`src/sv/cobsrx_pkg.sv`:
```
// ----------------------------------------------------------------------------
// COBS frame receiver package
// Shared constants, codes and the CRC-16/CCITT byte update.
// ----------------------------------------------------------------------------
`default_nettype none

package cobsrx_pkg;

   localparam int unsigned RAW_FRAME_MAX   = 1024;
   localparam int unsigned RAW_COUNT_WIDTH = $clog2(RAW_FRAME_MAX);
   localparam int unsigned LEN_WIDTH       = 10;
   localparam int unsigned CSR_IDX_WIDTH   = 8;
   localparam int unsigned CSR_DATA_WIDTH  = 10;

   localparam logic [LEN_WIDTH-1:0] LEN_MAX     = '1;
   localparam logic [LEN_WIDTH-1:0] MIN_LENGTH  = LEN_WIDTH'(3);
   localparam logic [15:0]          CRC_INIT    = 16'hFFFF;
   localparam logic [15:0]          CRC_POLY    = 16'h1021;
   localparam logic [7:0]           FULL_GROUP  = 8'hFF;

   localparam logic [CSR_IDX_WIDTH-1:0] CSR_STATUS_TYPE_ID = CSR_IDX_WIDTH'(0);
   localparam logic [CSR_IDX_WIDTH-1:0] CSR_SENSOR_TYPE_ID = CSR_IDX_WIDTH'(1);
   localparam logic [CSR_IDX_WIDTH-1:0] CSR_STATUS_LENGTH  = CSR_IDX_WIDTH'(2);
   localparam logic [CSR_IDX_WIDTH-1:0] CSR_SENSOR_LENGTH  = CSR_IDX_WIDTH'(3);

   typedef enum logic [2:0] {
      VERDICT_SHORT       = 3'd0,
      VERDICT_BAD_CRC     = 3'd1,
      VERDICT_STATUS_OK   = 3'd2,
      VERDICT_STATUS_SIZE = 3'd3,
      VERDICT_SENSOR_OK   = 3'd4,
      VERDICT_SENSOR_SIZE = 3'd5,
      VERDICT_UNKNOWN     = 3'd6,
      VERDICT_OVERFLOW    = 3'd7
   } verdict_type;

   typedef enum logic {
      KIND_DATA    = 1'b0,
      KIND_VERDICT = 1'b1
   } item_kind_type;

   function automatic logic [15:0] crc_feed(input logic [15:0] acc, input logic [7:0] b);
      logic [15:0] c;
      c = acc ^ {b, 8'h00};
      for (int i = 0; i < 8; i++) begin
         if (c[15]) begin
            c = {c[14:0], 1'b0} ^ CRC_POLY;
         end else begin
            c = {c[14:0], 1'b0};
         end
      end
      return c;
   endfunction

endpackage

`default_nettype wire

```
`src/sv/cobs_crc_frame_receiver_top.sv`:
```
// ----------------------------------------------------------------------------
// COBS frame receiver with CRC-16/CCITT check
// Decodes stuffed bytes, streams them out and closes each frame with a verdict.
// ----------------------------------------------------------------------------
// Output: a result is registered and appears in the cycle after its raw byte is accepted.
// Throughput: one raw byte per cycle; the single decode and checksum stage
// sets this, and the result register stalls the input only while it is full.
// Reset: synchronous and active high; clears frame state, the result valid flag
// and configuration to their default values.
`default_nettype none

module cobs_crc_frame_receiver_top (
   input  wire logic                                   clock,
   input  wire logic                                   reset,
   input  wire logic                                   req_valid,
   output logic                                        req_ready,
   input  wire logic [7:0]                             req_rx_byte,
   output logic                                        rsp_valid,
   input  wire logic                                   rsp_ready,
   output logic                                        rsp_item_kind,
   output logic [7:0]                                  rsp_data_byte,
   output logic [2:0]                                  rsp_verdict,
   output logic [cobsrx_pkg::LEN_WIDTH-1:0]            rsp_decoded_length,
   output logic                                        rsp_frame_last,
   input  wire logic                                   csr_valid,
   output logic                                        csr_ready,
   input  wire logic [cobsrx_pkg::CSR_IDX_WIDTH-1:0]   csr_index,
   input  wire logic [cobsrx_pkg::CSR_DATA_WIDTH-1:0]  csr_wdata
);

   import cobsrx_pkg::*;

   logic [7:0]                 status_type_id_ff;
   logic [7:0]                 sensor_type_id_ff;
   logic [LEN_WIDTH-1:0]       status_length_ff;
   logic [LEN_WIDTH-1:0]       sensor_length_ff;

   logic [7:0]                 group_remaining_ff, group_remaining_in;
   logic                       group_was_full_ff, group_was_full_in;
   logic [RAW_COUNT_WIDTH-1:0] raw_count_ff, raw_count_in;
   logic [LEN_WIDTH-1:0]       decoded_count_ff, decoded_count_in;
   logic [15:0]                checksum_acc_ff, checksum_acc_in;
   logic [7:0]                 tail0_ff, tail0_in;
   logic [7:0]                 tail1_ff, tail1_in;
   logic [7:0]                 frame_type_ff, frame_type_in;

   logic                       rsp_valid_ff;
   item_kind_type              rsp_kind_ff, rsp_kind_in;
   logic [7:0]                 rsp_data_ff, rsp_data_in;
   verdict_type                rsp_verdict_ff, rsp_verdict_in;
   logic [LEN_WIDTH-1:0]       rsp_length_ff, rsp_length_in;
   logic                       result_in;

   logic                       accept;
   logic                       take;
   logic [7:0]                 take_byte;
   logic                       clear;

   assign req_ready = !rsp_valid_ff || rsp_ready;
   assign accept    = req_valid && req_ready;
   assign csr_ready = 1'b1;

   always_ff @(posedge clock) begin
      if (reset) begin
         status_type_id_ff <= 8'd0;
         sensor_type_id_ff <= 8'd1;
         status_length_ff  <= MIN_LENGTH;
         sensor_length_ff  <= MIN_LENGTH;
      end else if (csr_valid) begin
         unique case (csr_index)
            CSR_STATUS_TYPE_ID: status_type_id_ff <= csr_wdata[7:0];
            CSR_SENSOR_TYPE_ID: sensor_type_id_ff <= csr_wdata[7:0];
            CSR_STATUS_LENGTH:  status_length_ff  <= csr_wdata[LEN_WIDTH-1:0];
            CSR_SENSOR_LENGTH:  sensor_length_ff  <= csr_wdata[LEN_WIDTH-1:0];
            default: ;
         endcase
      end
   end

   always_comb begin
      group_remaining_in = group_remaining_ff;
      group_was_full_in  = group_was_full_ff;
      raw_count_in       = raw_count_ff;
      decoded_count_in   = decoded_count_ff;
      checksum_acc_in    = checksum_acc_ff;
      tail0_in           = tail0_ff;
      tail1_in           = tail1_ff;
      frame_type_in      = frame_type_ff;
      result_in          = 1'b0;
      rsp_kind_in        = KIND_DATA;
      rsp_data_in        = 8'd0;
      rsp_verdict_in     = VERDICT_SHORT;
      rsp_length_in      = '0;
      take               = 1'b0;
      take_byte          = 8'd0;
      clear              = 1'b0;

      priority if (raw_count_ff >= RAW_COUNT_WIDTH'(RAW_FRAME_MAX - 1)) begin
         result_in      = 1'b1;
         rsp_kind_in    = KIND_VERDICT;
         rsp_verdict_in = VERDICT_OVERFLOW;
         rsp_length_in  = decoded_count_ff;
         clear          = 1'b1;
      end else if (req_rx_byte == 8'd0) begin
         result_in     = 1'b1;
         rsp_kind_in   = KIND_VERDICT;
         rsp_length_in = decoded_count_ff;
         clear         = 1'b1;
         priority if (decoded_count_ff < MIN_LENGTH) begin
            rsp_verdict_in = VERDICT_SHORT;
         end else if (checksum_acc_ff != {tail1_ff, tail0_ff}) begin
            rsp_verdict_in = VERDICT_BAD_CRC;
         end else if (frame_type_ff == status_type_id_ff) begin
            rsp_verdict_in = (decoded_count_ff == status_length_ff) ?
                             VERDICT_STATUS_OK : VERDICT_STATUS_SIZE;
         end else if (frame_type_ff == sensor_type_id_ff) begin
            rsp_verdict_in = (decoded_count_ff == sensor_length_ff) ?
                             VERDICT_SENSOR_OK : VERDICT_SENSOR_SIZE;
         end else begin
            rsp_verdict_in = VERDICT_UNKNOWN;
         end
      end else begin
         raw_count_in = raw_count_ff + RAW_COUNT_WIDTH'(1);
         if (group_remaining_ff == 8'd0) begin
            group_remaining_in = req_rx_byte - 8'd1;
            group_was_full_in  = (req_rx_byte == FULL_GROUP);
            if (!group_was_full_ff) begin
               take      = 1'b1;
               take_byte = 8'd0;
               result_in = 1'b1;
            end
         end else begin
            group_remaining_in = group_remaining_ff - 8'd1;
            take               = 1'b1;
            take_byte          = req_rx_byte;
            result_in          = 1'b1;
            rsp_data_in        = req_rx_byte;
         end
      end

      if (take) begin
         if (decoded_count_ff == '0) begin
            frame_type_in = take_byte;
         end
         if (decoded_count_ff >= LEN_WIDTH'(2)) begin
            checksum_acc_in = crc_feed(checksum_acc_ff, tail0_ff);
         end
         tail0_in = tail1_ff;
         tail1_in = take_byte;
         if (decoded_count_ff != LEN_MAX) begin
            decoded_count_in = decoded_count_ff + LEN_WIDTH'(1);
         end
      end

      if (clear) begin
         group_remaining_in = 8'd0;
         group_was_full_in  = 1'b1;
         raw_count_in       = '0;
         decoded_count_in   = '0;
         checksum_acc_in    = CRC_INIT;
         tail0_in           = 8'd0;
         tail1_in           = 8'd0;
         frame_type_in      = 8'd0;
      end
   end

   always_ff @(posedge clock) begin
      if (reset) begin
         group_remaining_ff <= 8'd0;
         group_was_full_ff  <= 1'b1;
         raw_count_ff       <= '0;
         decoded_count_ff   <= '0;
         checksum_acc_ff    <= CRC_INIT;
         tail0_ff           <= 8'd0;
         tail1_ff           <= 8'd0;
         frame_type_ff      <= 8'd0;
         rsp_valid_ff       <= 1'b0;
      end else begin
         if (accept) begin
            group_remaining_ff <= group_remaining_in;
            group_was_full_ff  <= group_was_full_in;
            raw_count_ff       <= raw_count_in;
            decoded_count_ff   <= decoded_count_in;
            checksum_acc_ff    <= checksum_acc_in;
            tail0_ff           <= tail0_in;
            tail1_ff           <= tail1_in;
            frame_type_ff      <= frame_type_in;
         end
         if (accept && result_in) begin
            rsp_valid_ff <= 1'b1;
         end else if (rsp_ready) begin
            rsp_valid_ff <= 1'b0;
         end
      end
   end

   always_ff @(posedge clock) begin
      if (accept && result_in) begin
         rsp_kind_ff    <= rsp_kind_in;
         rsp_data_ff    <= rsp_data_in;
         rsp_verdict_ff <= rsp_verdict_in;
         rsp_length_ff  <= rsp_length_in;
      end
   end

   assign rsp_valid          = rsp_valid_ff;
   assign rsp_item_kind      = rsp_kind_ff;
   assign rsp_data_byte      = rsp_data_ff;
   assign rsp_verdict        = rsp_verdict_ff;
   assign rsp_decoded_length = rsp_length_ff;
   assign rsp_frame_last     = (rsp_kind_ff == KIND_VERDICT);

endmodule

`default_nettype wire
```
`config.mk`:
```
export PLATFORM = sky130hd
export DESIGN_NAME = cobs_crc_frame_receiver_top
export DESIGN_NICKNAME = d
export VERILOG_FILES = /design/src/sv/cobsrx_pkg.sv /design/src/sv/cobs_crc_frame_receiver_top.sv
export SDC_FILE = /design/constraint.sdc
export NUM_CORES = 1
export LEC_CHECK = 0
export ABC_AREA = 1
export ABC_CLOCK_PERIOD_IN_PS = 5120
export BUFFER_PORTS_ARGS = -buffer_cell sky130_fd_sc_hd__buf_4
export CAP_MARGIN = 10
export CORE_ASPECT_RATIO = 0.7
export CORE_MARGIN = 2
export CORE_UTILIZATION = 55
export DETAILED_ROUTE_END_ITERATION = 10
export PLACE_DENSITY = 0.82
export SYNTH_ARGS = -nofsm -noshare
export SYNTH_HDL_FRONTEND = slang
export SYNTH_SLANG_ARGS = --single-unit
```
`constraint.sdc`:
```
create_clock -name clock -period 5.12 [get_ports clock]
set_input_delay 0.512 -clock clock [delete_from_list [all_inputs] [get_ports clock]]
set_output_delay 0.512 -clock clock [all_outputs]
set_load 0.02 [all_outputs]
```
==> flow_metrics.py <==
metrics = {
    "run_status": {
        "status": "finished clean",
    },
    "power": {
        "p_seq_share_pct": 34.2,
        "switching_share_pct": 39.79,
        "clockPowerShare_pct": 28.8,
        "p_per_area_nw_per_um2": 572.7,
        "p_int_w": 0.002523,
        "p_switching_w": 0.001667,
        "leakage_nw": 2.959,
        "peakVddDrop_uv": 398.5,
        "p_comb_share_pct": 37.0,
    },
    "min_path": {
        "hold_end": "sensor_length_ff[8]",
        "whs_path_depth": 3,
        "hold_path_startpoint": "csr_wdata[8]",
        "hold_path_class": "input port to flop",
    },
    "sta": {
        "fin_crit_sh_pct": 51.14,
        "setup_viol": 0,
        "slew_headroom_pct": 46.11,
        "finalSetupTns_ns": 0,
        "worstMarginPinSlew_ns": 0.8082,
        "fmax_mhz": 381.9,
        "slew_violations": 0,
        "setup_slack_ns": 2.501,
        "hold_slack_ns": 0.3560,
        "min_period_ns": 2.619,
        "rsz0062_at_grt": "no",
        "hold_viol_final": 0,
        "finalClockSkew_ns": 0.01557,
    },
    "final_layout": {
        "insertedDiodeCount": 0,
        "area_growth_pct": 16.73,
        "layout_commonest_cell": "nor2_1",
        "final_core_util_pct": 66.20,
        "final_nets": 883,
        "final_cell_mix": "nor2_1, nand2_1, dfxtp_1",
        "nFillCells": 920,
        "drive_gt1_share_pct": 17.44,
    },
    "place": {
        "gp_congestion": 0.8654,
        "portBuffers": 55,
        "dp_hpwl_mm": 10.68,
        "post-place-ws_ns": 2.496,
    },
    "grt": {
        "track_usage_pct": 26.22,
        "grt_pass1_vias": 5059,
        "grt_max_degree": 64,
        "overflow": 0,
        "antenna_found_initial": 0,
        "grt_pass1_wl_mm": 25.30,
    },
    "synthesis": {
        "synth_edf_count": 22,
        "syn_area_per_cell_um2": 7.834,
        "synth.yosys.warnings": 0,
        "syn_inst": 800,
        "synth_seq_cells": 128,
        "synthDistinctLibCells": 44,
        "synthArstFlopShare_pct": 0,
        "synth-main-ff-cell": "dfxtp_1",
        "syn-cell-area_um2": 6267,
        "synth_nets": 836,
        "yosysSeqAreaShare_pct": 44.40,
    },
    "setup_path": {
        "reg2reg_depth": 12,
        "end_kind": "flop",
        "rr_endpoint": "frame_type_ff[4]",
        "cp_max_fo": 43,
        "crit_path_start_kind": "flop",
        "r2r_slack_ns": 2.50,
        "crit_type": "flop to flop",
        "worstReg2RegStart": "raw_count_ff[0]",
        "cp.arrival_ns": 2.93,
        "worstPathRequired_ns": 5.43,
    },
    "route": {
        "antenna_left": 0,
        "drc": 0,
        "vias": 5483,
        "first_pass_iters": 7,
        "avgViaCountPerCell": 5.413,
        "wl_per_cell_um": 15.27,
        "drtIter0Drc": 635,
        "wl_mm": 15.47,
    },
    "floorplan": {
        "core_um2": 11050,
        "io_pins": 57,
        "initial_core_util_pct": 56.71,
        "fp.dieW_um": 131.6,
        "row_count": 32,
        "die_y_um": 93.31,
        "die-area_um2": 12280,
    },
    "clocking": {
        "numCtsBuffers": 17,
        "htreeDepth": 4,
        "clock-root-buffer": "clkbuf_16",
        "cts_setup_buffers": 0,
        "cts_buffer_depth": 2,
        "postCtsHoldBufs": 0,
        "cts-resized-gates": 0,
        "clock_latency_ns": 0.43,
        "clock_sinks": 128,
        "clk_pin_slew_ns": 0.06,
        "cts_tree": "done",
    },
    "run": {
        "max_cap_violations": 0,
    },
}
==> stage by stage <==
stage	total power [W]	cell area [µm²]	cells
4_1_cts	0.004179	7316	1013
3_5_place_dp	0.002962	6730	981
3_3_place_gp	0.002919	6730	981
5_1_grt	0.004435	7316	1013
6_report	0.004190	7316	1013
2_1_floorplan	0.002582	6267	800
==> flip-flops by register name, indices dropped and copies added, names as in the netlist, 10 cells and up <==
name                count
rsp_decoded_length     10
decoded_count_ff       10
raw_count_ff           10
sensor_length_ff       10
status_length_ff       10
checksum_acc_ff        16
==> power by group through the flow <==
stage / logic, W / registers (W) / clock network (W)
final: 0.00155 / 0.00143 / 0.00121
after global routing: 0.00172 / 0.00146 / 0.00126
after CTS: 0.00154 / 0.00143 / 0.00121
after detailed placement: 0.00152 / 0.00145 / 0
after global placement: 0.00147 / 0.00145 / 0
after floorplan: 0.00110 / 0.00148 / 0
==> worst max-delay path, stage by stage, from the launching register on <==
cell	delay, ns
dfxtp_1	0.39
ha_1	0.24
nand3_2	0.11
nor2_4	0.12
nand3_2	0.15
nand2_4	0.33
nand2_4	0.12
nand2_4	0.43
inv_6	0.17
nor2_8	0.19
inv_4	0.10
nor2_2	0.09
nor2_1	0.05
==> cells in the mapped netlist, types with 7 or more instances <==
cell	instances	share of area, %
dfxtp_1	106	34
o21ai_1	18	1.4
xnor2_1	32	4.5
inv_1	44	2.6
buf_2	7	0.56
o211ai_1	12	1.4
edfxtp_1	22	11
nor2_1	132	7.9
nor3_1	11	0.88
o21ai_0	50	4.0
inv_2	14	0.84
nand3_1	30	2.4
nor2_2	14	1.4
nand4_1	14	1.4
clkbuf_1	14	0.84
nand2_2	11	1.1
nand2_1	126	7.5
a21oi_1	56	4.5
xor2_1	29	4.1
==> routing by layer <==
layer  part of all wire [%]  GRT usage [%]  vias to the layer above  wire [µm]
met2                     43          39.35                      202       6590
met3                    6.9          5.203                       19       1073
met1                     49          37.88                     2536       7597
met5                      0              0                        -          0
met4                    1.4          8.967                        0        210
li1                       -              -                     2726          -
==> cells by family after synthesis <==
group,Yosys count,synth area share [%]
compound gates,151,13.22
simple gates,363,26.53
flops,128,44.40
other cells,1,0.05983
xor+xnor,61,8.525
buf+inv,91,6.269
fa+ha+maj,5,0.9982
==> worst max path at each step <==
stage,from,endpoint
floorplan,rsp_ready,rsp_data_byte[0]
global placement,req_rx_byte[7],frame_type_ff[0]
detailed placement,req_rx_byte[7],frame_type_ff[2]
CTS,raw_count_ff[0],frame_type_ff[4]
global route,raw_count_ff[0],frame_type_ff[4]
finish,raw_count_ff[0],frame_type_ff[4]
==> layout make-up <==
class	instances	area, µm²	area share, %
clock buffers	18	429.2	5.866
flip-flops and latches	128	2783	38.04
inverters	63	244.0	3.335
clock inverters	14	156.4	2.138
multi-input cells	581	3092	42.26
repair buffers	56	420.4	5.747
well taps	153	191.4	2.617
(Power assumes the default switching activity.)
